`src/hdl/sme_pkg.sv`:
```
`default_nettype none
package sme_pkg;

  localparam int STACK_DEPTH = 16;
  localparam int VAL_W       = 16;
  localparam int DEPTH_W     = $clog2(STACK_DEPTH + 1);
  localparam int OUT_DEPTH_W = 5;
  localparam int FUNC_W      = 3;
  localparam int STATUS_W    = 3;
  localparam int PROD_W      = 2 * VAL_W;
  localparam int DIV_CNT_W   = $clog2(VAL_W + 1);
  localparam int VAL_LIMIT   = 30000;

  localparam logic [FUNC_W-1:0] FN_LOAD   = 3'd0;
  localparam logic [FUNC_W-1:0] FN_ADD    = 3'd1;
  localparam logic [FUNC_W-1:0] FN_SUB    = 3'd2;
  localparam logic [FUNC_W-1:0] FN_MUL    = 3'd3;
  localparam logic [FUNC_W-1:0] FN_DIV    = 3'd4;
  localparam logic [FUNC_W-1:0] FN_DUP    = 3'd5;
  localparam logic [FUNC_W-1:0] FN_FINISH = 3'd6;

  localparam logic [STATUS_W-1:0] ST_OK       = 3'd0;
  localparam logic [STATUS_W-1:0] ST_UNDER    = 3'd1;
  localparam logic [STATUS_W-1:0] ST_DIVZ     = 3'd2;
  localparam logic [STATUS_W-1:0] ST_RANGE    = 3'd3;
  localparam logic [STATUS_W-1:0] ST_DEPTH    = 3'd4;
  localparam logic [STATUS_W-1:0] ST_MISMATCH = 3'd5;
  localparam logic [STATUS_W-1:0] ST_FULL     = 3'd6;

  localparam logic signed [PROD_W-1:0] RES_MAX = PROD_W'(VAL_LIMIT);
  localparam logic signed [PROD_W-1:0] RES_MIN = -RES_MAX;

  typedef enum logic [1:0] {
    CELL_HOLD,
    CELL_LOAD,
    CELL_FROM_PREV,
    CELL_FROM_NEXT
  } cell_cmd_t;

  typedef struct packed {
    logic [FUNC_W-1:0]       func;
    logic signed [VAL_W-1:0] operand;
  } in_item_t;

  typedef struct packed {
    logic [STATUS_W-1:0]     status;
    logic signed [VAL_W-1:0] top_value;
    logic [OUT_DEPTH_W-1:0]  depth;
  } out_item_t;

endpackage
`default_nettype wire

```
`src/hdl/sme_if.sv`:
```
`default_nettype none
interface sme_in_if;
  logic               valid;
  logic               ready;
  sme_pkg::in_item_t  data;

  modport source (output valid, output data, input ready);
  modport sink   (input valid, input data, output ready);
endinterface

interface sme_out_if;
  logic               valid;
  logic               ready;
  sme_pkg::out_item_t data;

  modport source (output valid, output data, input ready);
  modport sink   (input valid, input data, output ready);
endinterface
`default_nettype wire

```
`src/hdl/sme_cell.sv`:
```
`default_nettype none
module sme_cell (
  input  wire                                 clk,
  input  wire sme_pkg::cell_cmd_t             cmd,
  input  wire logic signed [sme_pkg::VAL_W-1:0] ext_val,
  input  wire logic signed [sme_pkg::VAL_W-1:0] prev_val,
  input  wire logic signed [sme_pkg::VAL_W-1:0] next_val,
  output logic signed [sme_pkg::VAL_W-1:0]      val
);

  logic signed [sme_pkg::VAL_W-1:0] val_r;
  logic signed [sme_pkg::VAL_W-1:0] val_nxt;

  always_comb begin
    unique case (cmd)
      sme_pkg::CELL_HOLD:      val_nxt = val_r;
      sme_pkg::CELL_LOAD:      val_nxt = ext_val;
      sme_pkg::CELL_FROM_PREV: val_nxt = prev_val;
      sme_pkg::CELL_FROM_NEXT: val_nxt = next_val;
      default:                 val_nxt = val_r;
    endcase
  end

  always_ff @(posedge clk) begin
    val_r <= val_nxt;
  end

  assign val = val_r;

endmodule
`default_nettype wire

```
`src/hdl/sme_div.sv`:
```
`default_nettype none
module sme_div (
  input  wire                                   clk,
  input  wire                                   rst_n,
  input  wire                                   start,
  input  wire logic signed [sme_pkg::VAL_W-1:0] dividend,
  input  wire logic signed [sme_pkg::VAL_W-1:0] divisor,
  output logic                                  done,
  output logic signed [sme_pkg::VAL_W:0]        quotient
);

  localparam int W = sme_pkg::VAL_W;

  logic                        busy_r, busy_nxt;
  logic                        done_r, done_nxt;
  logic [sme_pkg::DIV_CNT_W-1:0] cnt_r, cnt_nxt;
  logic [W:0]                  rem_r, rem_nxt;
  logic [W-1:0]                q_r, q_nxt;
  logic [W-1:0]                d_r, d_nxt;
  logic                        neg_r, neg_nxt;
  logic [W:0]                  trial;

  assign trial = {rem_r[W-1:0], q_r[W-1]};

  always_comb begin
    busy_nxt = busy_r;
    done_nxt = 1'b0;
    cnt_nxt  = cnt_r;
    rem_nxt  = rem_r;
    q_nxt    = q_r;
    d_nxt    = d_r;
    neg_nxt  = neg_r;
    if (start) begin
      busy_nxt = 1'b1;
      cnt_nxt  = '0;
      rem_nxt  = '0;
      // work on magnitudes, fix the sign at the end
      q_nxt    = dividend[W-1] ? (~dividend + 1'b1) : dividend;
      d_nxt    = divisor[W-1] ? (~divisor + 1'b1) : divisor;
      neg_nxt  = dividend[W-1] ^ divisor[W-1];
    end else if (busy_r) begin
      if (trial >= {1'b0, d_r}) begin
        rem_nxt = trial - {1'b0, d_r};
        q_nxt   = {q_r[W-2:0], 1'b1};
      end else begin
        rem_nxt = trial;
        q_nxt   = {q_r[W-2:0], 1'b0};
      end
      cnt_nxt = cnt_r + 1'b1;
      if (cnt_r == sme_pkg::DIV_CNT_W'(W - 1)) begin
        busy_nxt = 1'b0;
        done_nxt = 1'b1;
      end
    end
  end

  always_ff @(posedge clk) begin
    if (!rst_n) begin
      busy_r <= 1'b0;
      done_r <= 1'b0;
    end else begin
      busy_r <= busy_nxt;
      done_r <= done_nxt;
    end
    cnt_r <= cnt_nxt;
    rem_r <= rem_nxt;
    q_r   <= q_nxt;
    d_r   <= d_nxt;
    neg_r <= neg_nxt;
  end

  assign done     = done_r;
  assign quotient = neg_r ? -$signed({1'b0, q_r}) : $signed({1'b0, q_r});

endmodule
`default_nettype wire

```
`src/hdl/stack_machine_executor.sv`:
```
`default_nettype none
// Stack-machine execution unit. One item (func, operand) is taken at a time and
// gives exactly one result item with the sticky status, the top of stack (zero
// when empty) and the depth. The stack is a row of value cells that shift
// toward the top on a pop and away from it on a push. Each accepted item goes
// from the idle state through an execute state to a commit state that writes
// the output register once it is free; a div with enough operands, a non-zero
// divisor and no error set passes through a divide state between the two, held
// by the radix-2 divider that retires one quotient bit a cycle over 16 bits. A
// new item is taken once the previous one has been written to the output
// register, which may still be waiting on out_ch.ready.
module stack_machine_executor (
  input  wire       clk,
  input  wire       rst_n,
  sme_in_if.sink    in_ch,
  sme_out_if.source out_ch
);

  localparam int W  = sme_pkg::VAL_W;
  localparam int N  = sme_pkg::STACK_DEPTH;
  localparam int DW = sme_pkg::DEPTH_W;

  localparam logic [1:0] S_IDLE   = 2'd0;
  localparam logic [1:0] S_EXEC   = 2'd1;
  localparam logic [1:0] S_DIV    = 2'd2;
  localparam logic [1:0] S_COMMIT = 2'd3;

  logic [1:0]                          state_r, state_nxt;
  logic [sme_pkg::FUNC_W-1:0]          func_r, func_nxt;
  logic signed [W-1:0]                 opnd_r, opnd_nxt;
  logic signed [sme_pkg::PROD_W-1:0]   res_r, res_nxt;
  logic [DW-1:0]                       depth_r, depth_nxt;
  logic [sme_pkg::STATUS_W-1:0]        sticky_r, sticky_nxt;
  logic                                out_valid_r, out_valid_nxt;
  sme_pkg::out_item_t                  out_data_r, out_data_nxt;

  logic signed [W-1:0]                 cell_val [N];
  sme_pkg::cell_cmd_t                  cmd_top, cmd_rest;
  logic signed [W-1:0]                 top_ext;

  logic signed [W-1:0]                 b_val, a_val;
  logic signed [sme_pkg::PROD_W-1:0]   prod;
  logic                                is_arith, commit_go, div_start, div_done;
  logic signed [W:0]                   div_q;
  logic signed [W-1:0]                 new_top;

  assign b_val = cell_val[0];
  assign a_val = cell_val[1];
  assign prod  = a_val * b_val;

  assign is_arith  = (func_r == sme_pkg::FN_ADD) || (func_r == sme_pkg::FN_SUB) ||
                     (func_r == sme_pkg::FN_MUL) || (func_r == sme_pkg::FN_DIV);
  assign commit_go = (state_r == S_COMMIT) && (!out_valid_r || out_ch.ready);
  assign div_start = (state_r == S_EXEC) && (func_r == sme_pkg::FN_DIV) &&
                     (sticky_r == sme_pkg::ST_OK) && (depth_r >= DW'(2)) &&
                     (b_val != '0);

  sme_div u_div (
    .clk      (clk),
    .rst_n    (rst_n),
    .start    (div_start),
    .dividend (a_val),
    .divisor  (b_val),
    .done     (div_done),
    .quotient (div_q)
  );

  // cell 0 is the top of stack
  sme_cell u_cell_top (
    .clk      (clk),
    .cmd      (cmd_top),
    .ext_val  (top_ext),
    .prev_val (cell_val[0]),
    .next_val (cell_val[1]),
    .val      (cell_val[0])
  );

  for (genvar i = 1; i < N; i++) begin : g_cell
    sme_cell u_cell (
      .clk      (clk),
      .cmd      (cmd_rest),
      .ext_val  (cell_val[i]),
      .prev_val (cell_val[i-1]),
      .next_val (cell_val[(i == N - 1) ? i : i + 1]),
      .val      (cell_val[i])
    );
  end

  always_comb begin
    state_nxt     = state_r;
    func_nxt      = func_r;
    opnd_nxt      = opnd_r;
    res_nxt       = res_r;
    depth_nxt     = depth_r;
    sticky_nxt    = sticky_r;
    out_valid_nxt = out_valid_r;
    out_data_nxt  = out_data_r;
    cmd_top       = sme_pkg::CELL_HOLD;
    cmd_rest      = sme_pkg::CELL_HOLD;
    top_ext       = res_r[W-1:0];
    new_top       = (depth_r == '0) ? '0 : cell_val[0];

    if (out_valid_r && out_ch.ready) begin
      out_valid_nxt = 1'b0;
    end

    unique case (state_r)
      S_IDLE: begin
        if (in_ch.valid) begin
          func_nxt  = in_ch.data.func;
          opnd_nxt  = in_ch.data.operand;
          state_nxt = S_EXEC;
        end
      end
      S_EXEC: begin
        unique case (func_r)
          sme_pkg::FN_ADD: res_nxt = sme_pkg::PROD_W'(a_val) + sme_pkg::PROD_W'(b_val);
          sme_pkg::FN_SUB: res_nxt = sme_pkg::PROD_W'(a_val) - sme_pkg::PROD_W'(b_val);
          default:         res_nxt = prod;
        endcase
        state_nxt = div_start ? S_DIV : S_COMMIT;
      end
      S_DIV: begin
        if (div_done) begin
          res_nxt   = sme_pkg::PROD_W'(div_q);
          state_nxt = S_COMMIT;
        end
      end
      S_COMMIT: begin
        if (commit_go) begin
          priority if (func_r == sme_pkg::FN_LOAD) begin
            cmd_top    = sme_pkg::CELL_LOAD;
            top_ext    = opnd_r;
            depth_nxt  = DW'(1);
            sticky_nxt = sme_pkg::ST_OK;
            new_top    = opnd_r;
          end else if (sticky_r != sme_pkg::ST_OK) begin
            // error sticks: stack frozen until the next load
          end else if (is_arith) begin
            priority if (depth_r < DW'(2)) begin
              sticky_nxt = sme_pkg::ST_UNDER;
            end else if (func_r == sme_pkg::FN_DIV && b_val == '0) begin
              sticky_nxt = sme_pkg::ST_DIVZ;
            end else if (res_r > sme_pkg::RES_MAX || res_r < sme_pkg::RES_MIN) begin
              sticky_nxt = sme_pkg::ST_RANGE;
            end else begin
              cmd_top   = sme_pkg::CELL_LOAD;
              cmd_rest  = sme_pkg::CELL_FROM_NEXT;
              depth_nxt = depth_r - 1'b1;
              new_top   = res_r[W-1:0];
            end
          end else if (func_r == sme_pkg::FN_DUP) begin
            priority if (depth_r == '0) begin
              sticky_nxt = sme_pkg::ST_UNDER;
            end else if (depth_r >= DW'(N)) begin
              sticky_nxt = sme_pkg::ST_FULL;
            end else begin
              cmd_rest  = sme_pkg::CELL_FROM_PREV;
              depth_nxt = depth_r + 1'b1;
            end
          end else if (func_r == sme_pkg::FN_FINISH) begin
            priority if (depth_r != DW'(1)) begin
              sticky_nxt = sme_pkg::ST_DEPTH;
            end else if (cell_val[0] != opnd_r) begin
              sticky_nxt = sme_pkg::ST_MISMATCH;
            end else begin
            end
          end else begin
            // unused code: report only
          end
          out_valid_nxt          = 1'b1;
          out_data_nxt.status    = sticky_nxt;
          out_data_nxt.top_value = new_top;
          out_data_nxt.depth     = sme_pkg::OUT_DEPTH_W'(depth_nxt);
          state_nxt              = S_IDLE;
        end
      end
      default: state_nxt = S_IDLE;
    endcase
  end

  always_ff @(posedge clk) begin
    if (!rst_n) begin
      state_r     <= S_IDLE;
      depth_r     <= '0;
      sticky_r    <= sme_pkg::ST_OK;
      out_valid_r <= 1'b0;
    end else begin
      state_r     <= state_nxt;
      depth_r     <= depth_nxt;
      sticky_r    <= sticky_nxt;
      out_valid_r <= out_valid_nxt;
    end
    func_r     <= func_nxt;
    opnd_r     <= opnd_nxt;
    res_r      <= res_nxt;
    out_data_r <= out_data_nxt;
  end

  assign in_ch.ready  = (state_r == S_IDLE);
  assign out_ch.valid = out_valid_r;
  assign out_ch.data  = out_data_r;

  a_depth_bound: assert property (@(posedge clk) disable iff (!rst_n)
    depth_r <= DW'(N))
    else $error("stack depth beyond capacity");

  a_div_done_in_div: assert property (@(posedge clk) disable iff (!rst_n)
    div_done |-> state_r == S_DIV)
    else $error("divider finished outside the divide state");

  a_error_freezes: assert property (@(posedge clk) disable iff (!rst_n)
    (commit_go && sticky_r != sme_pkg::ST_OK && func_r != sme_pkg::FN_LOAD)
      |=> $stable(depth_r) && $stable(sticky_r))
    else $error("stack or status moved while an error was set");

  a_commit_fills_output: assert property (@(posedge clk) disable iff (!rst_n)
    commit_go |=> out_valid_r && state_r == S_IDLE)
    else $error("committed item not presented");

endmodule
`default_nettype wire
```
`src/flat_wrapper.sv`:
```
// flat-port wrapper written by rule: the top's interface ports become plain ports
module stack_machine_executor_flat 
  (clk, rst_n, in_ch_valid, in_ch_data, in_ch_ready, out_ch_valid, out_ch_data, out_ch_ready);
  sme_in_if in_ch_i ();
  sme_out_if out_ch_i ();
  input  wire clk;
  input  wire rst_n;
  input wire logic [$bits(in_ch_i.valid)-1:0] in_ch_valid;
  input wire logic [$bits(in_ch_i.data)-1:0] in_ch_data;
  output wire logic [$bits(in_ch_i.ready)-1:0] in_ch_ready;
  output wire logic [$bits(out_ch_i.valid)-1:0] out_ch_valid;
  output wire logic [$bits(out_ch_i.data)-1:0] out_ch_data;
  input wire logic [$bits(out_ch_i.ready)-1:0] out_ch_ready;
  assign in_ch_i.valid = in_ch_valid;
  assign in_ch_i.data = in_ch_data;
  assign in_ch_ready = in_ch_i.ready;
  assign out_ch_valid = out_ch_i.valid;
  assign out_ch_data = out_ch_i.data;
  assign out_ch_i.ready = out_ch_ready;
  stack_machine_executor u_core (.clk(clk), .rst_n(rst_n), .in_ch(in_ch_i), .out_ch(out_ch_i));
endmodule
```
`config.mk`:
```
export PLATFORM = sky130hd
export DESIGN_NAME = stack_machine_executor_flat
export DESIGN_NICKNAME = d
export VERILOG_FILES = /design/src/hdl/sme_pkg.sv /design/src/hdl/sme_if.sv /design/src/hdl/sme_cell.sv /design/src/hdl/sme_div.sv /design/src/hdl/stack_machine_executor.sv /design/src/flat_wrapper.sv
export SDC_FILE = /design/constraint.sdc
export NUM_CORES = 2
export LEC_CHECK = 0
export ABC_AREA = 1
export BUFFER_PORTS_ARGS = -buffer_cell sky130_fd_sc_hd__buf_2
export CORE_ASPECT_RATIO = 0.8
export CORE_UTILIZATION = 50
export CTS_BUF_LIST = sky130_fd_sc_hd__clkbuf_4
export DETAILED_ROUTE_END_ITERATION = 12
export PLACE_DENSITY = 0.68
export SYNTH_ARGS = -nofsm -noshare
export SYNTH_HDL_FRONTEND = slang
export SYNTH_SLANG_ARGS = --single-unit
```
`constraint.sdc`:
```
create_clock -name clk -period 7.25 [get_ports clk]
set_input_delay 0.3625 -clock clk [delete_from_list [all_inputs] [get_ports clk]]
set_output_delay 0.3625 -clock clk [all_outputs]
set_load 0.1 [all_outputs]
```
==> flow_summary.yaml <==
run_status:
  outcome: "finished clean"
detailed_routing:
  drc_errors: 0
  dr.pass1.iters: 7
  wire_per_inst_microns: 18.9
  dr_total_vias: 23732
  wl_microns: 84000
  drt_iter0_drc: 2063
  antenna_left: 0
  vias_per_cell: 5.34
final_layout:
  syn_to_final_growth_pct: 8.46
  final_area_sq_um: 35100
  drive_gt1_frac: 0.147
  fin_util: 0.548
  final_nets: 3935
timing:
  maxSlewHeadroom: 0.242
  fin_skew_ns: 0.107
  rsz0062_at_grt: "false"
  final.period_utilization: 0.940
  fin_tns_setup_ns: 0
  fmax_mhz: 147
  fin_crit_ns: 6.82
  drv_slew: 0
  setup_violations: 0
  final_hold_viol_count: 0
  tightest_slew_ns: 1.13
clocking:
  clkTransAtPathRegs_ns: 0.07
  cts.sinks: 398
  cts-root-buf: "clkbuf_4"
  h-tree-depth: 3
  cts_tree: "built"
  cts_buffers: 102
  post_cts_resized: 0
  cts_buffer_depth: 3
  clk_latency_ns: 0.98
global_routing:
  grt.total_usage: 0.265
  grt_pass1_vias: 23786
  grt_pass1_wl_microns: 134000
  antenna_found_initial: 2
  grt_max_degree: 183
  grt.overflow.total: 0
power_and_ir_drop:
  worst_ir_drop_vdd_mv: 0.162
  power_density_nw_per_um2: 262
  leakagePower_uw: 0.0169
synth:
  syn-cell-area_sq_um: 32400
  yosysMostFrequentCell: "nand2_1"
  yosys.cell_types.count: 50
  yosys-top-cells-area: "edfxtp_1, fa_1, nand2_1"
  synth_top_area_cell: "edfxtp_1"
  async_flop_share: 0
  netlist_instances: 3392
  synth_nets: 3824
  ys.flop_type: "edfxtp_1"
  synth_edf_count: 364
  synth_top_area_share: 0.338
  avgSynthCellArea_sq_um: 9.54
  synth-seq-cells: 398
  synth-seq-area-share: 0.359
  synthTopCellsByCount: "nand2_1, inv_1, edfxtp_1, fa_1, nor2_1"
  yosys_warnings: 0
setup_path:
  path_delay_family: "adder cells"
  crit_required_ns: 7.89
  slowest_stage: "edfxtp_1"
  arrival_ns: 7.45
  startpoint_type: "register"
  cp_common_cell: "fa_1"
  critPathBufInv: 5
  critical_path_class: "reg -> reg"
  path_max_fanout: 17
  path_cells: "ha_1, inv_1, fa_1, inv_1, fa_1, fa_1, fa_1, fa_1, inv_1, fa_1, inv_1, ha_1, nand2_1, nor2_1, inv_1, nor3_1, nand3_1, a21oi_1, nor2_1, o21ai_0, nand2_1"
  end_kind: "register"
  cpPeakStageDelay_ns: 0.97
job:
  drv_cap: 0
floorplan:
  die_w_microns: 286
  floorplan.initialDensity: 0.505
  dieArea_sq_um: 65700
  io_pins: 49
  fp.dieH_microns: 230
  core_area_sq_um: 64100
  num_rows: 83
placement:
  gp_congestion: 1.02
  hpwl_microns: 63100
  place_area_sq_um: 33500
  port_buffers: 48
hold_path:
  hp-class: "in -> reg"
-- what timing repair did --
item                                   4_1_cts  5_1_grt
hold buffers                                24        0
setup endpoints to repair                    0        0
buffers inserted                             0        0
endpoints found under the hold margin       32        0
-- power breakdown --
part / switching (uW) / internal, uW
clock: 1010 / 999
combinational: 2770 / 1360
sequential: 185 / 2860
total: 3970 / 5220
-- per-stage QoR --
stage | hold slack, ns | setup slack (ns) | total power (uW) | cells
after detailed placement | 0.431 | 0.562 | 7120 | 4225
after CTS | 0.0578 | 0.467 | 9190 | 4435
after floorplan | 0.422 | 1.01 | 6020 | 3392
after global placement | 0.427 | 0.504 | 7120 | 4225
after global routing | 0.0857 | 0.163 | 9920 | 4441
final | 0.160 | 0.433 | 9190 | 4441
-- placed cells by master, fill, tap and decap left out, types with 48 or more instances in the layout --
| cell type | count |
|---|---|
| ha_1 | 144 |
| buf_4 | 61 |
| xor2_1 | 51 |
| mux2_2 | 64 |
| nand3_1 | 118 |
| mux2_4 | 154 |
| a21oi_1 | 155 |
| edfxtp_1 | 364 |
| nor2_1 | 172 |
| clkbuf_4 | 152 |
| o21ai_0 | 153 |
| buf_2 | 48 |
| inv_1 | 675 |
| nand2_1 | 681 |
| fa_1 | 265 |
-- routing by layer --
layer | track usage | vias up | routed length [microns]
met3 | 0.0619 | 165 | 7270
li1 | - | 11206 | -
met5 | 0 | - | 0
met4 | 0.0891 | 0 | 2530
met1 | 0.377 | 11399 | 38000
met2 | 0.397 | 962 | 36200
-- sequential cells by signal, summed over array words and instances (netlist names), 16 cells and up --
register                  flops
u_core.u_div.rem_r           16
u_core.res_r                 32
u_core.out_ch.data           24
u_core.u_div.d_r             16
u_core.g_cell.u_cell.val    240
u_core.u_cell_top.val        16
u_core.opnd_r                16
u_core.u_div.q_r             16
-- cell families after synthesis --
group | count (synthesis) | share of synthesized area
simple gates | 1071 | 0.136
fa+ha+maj | 409 | 0.220
buf+inv | 811 | 0.0999
flops | 398 | 0.359
xor+xnor | 70 | 0.0189
compound gates | 409 | 0.0706
mux | 224 | 0.0958
-- cell type report --
class / instances / area [sq um]
well taps: 850 / 1060
repair buffers: 135 / 978
inverters: 683 / 2560
flip-flops and latches: 398 / 11600
multi-input cells: 2183 / 17500
fillers: 5726 / 29000
diodes: 6 / 15.0
clock buffers: 152 / 1140
clock inverters: 34 / 184
-- worst paths after layout --
check	from	endpoint	slack, ns	depth (start not counted)
max	u_core.u_cell_top.val[12]$_DFFE_PP_	u_core.res_r[29]$_DFFE_PP_	0.43	21
min	in_ch_data[0]	u_core.opnd_r[0]$_DFFE_PP_	0.16	2
max reg2reg	u_core.u_cell_top.val[12]$_DFFE_PP_	u_core.res_r[29]$_DFFE_PP_	0.43	21
min reg2reg	u_core.g_cell[14].u_cell.val[2]$_DFFE_PN_	u_core.g_cell[15].u_cell.val[2]$_DFFE_PN_	0.44	0
(Power assumes the default switching activity.)
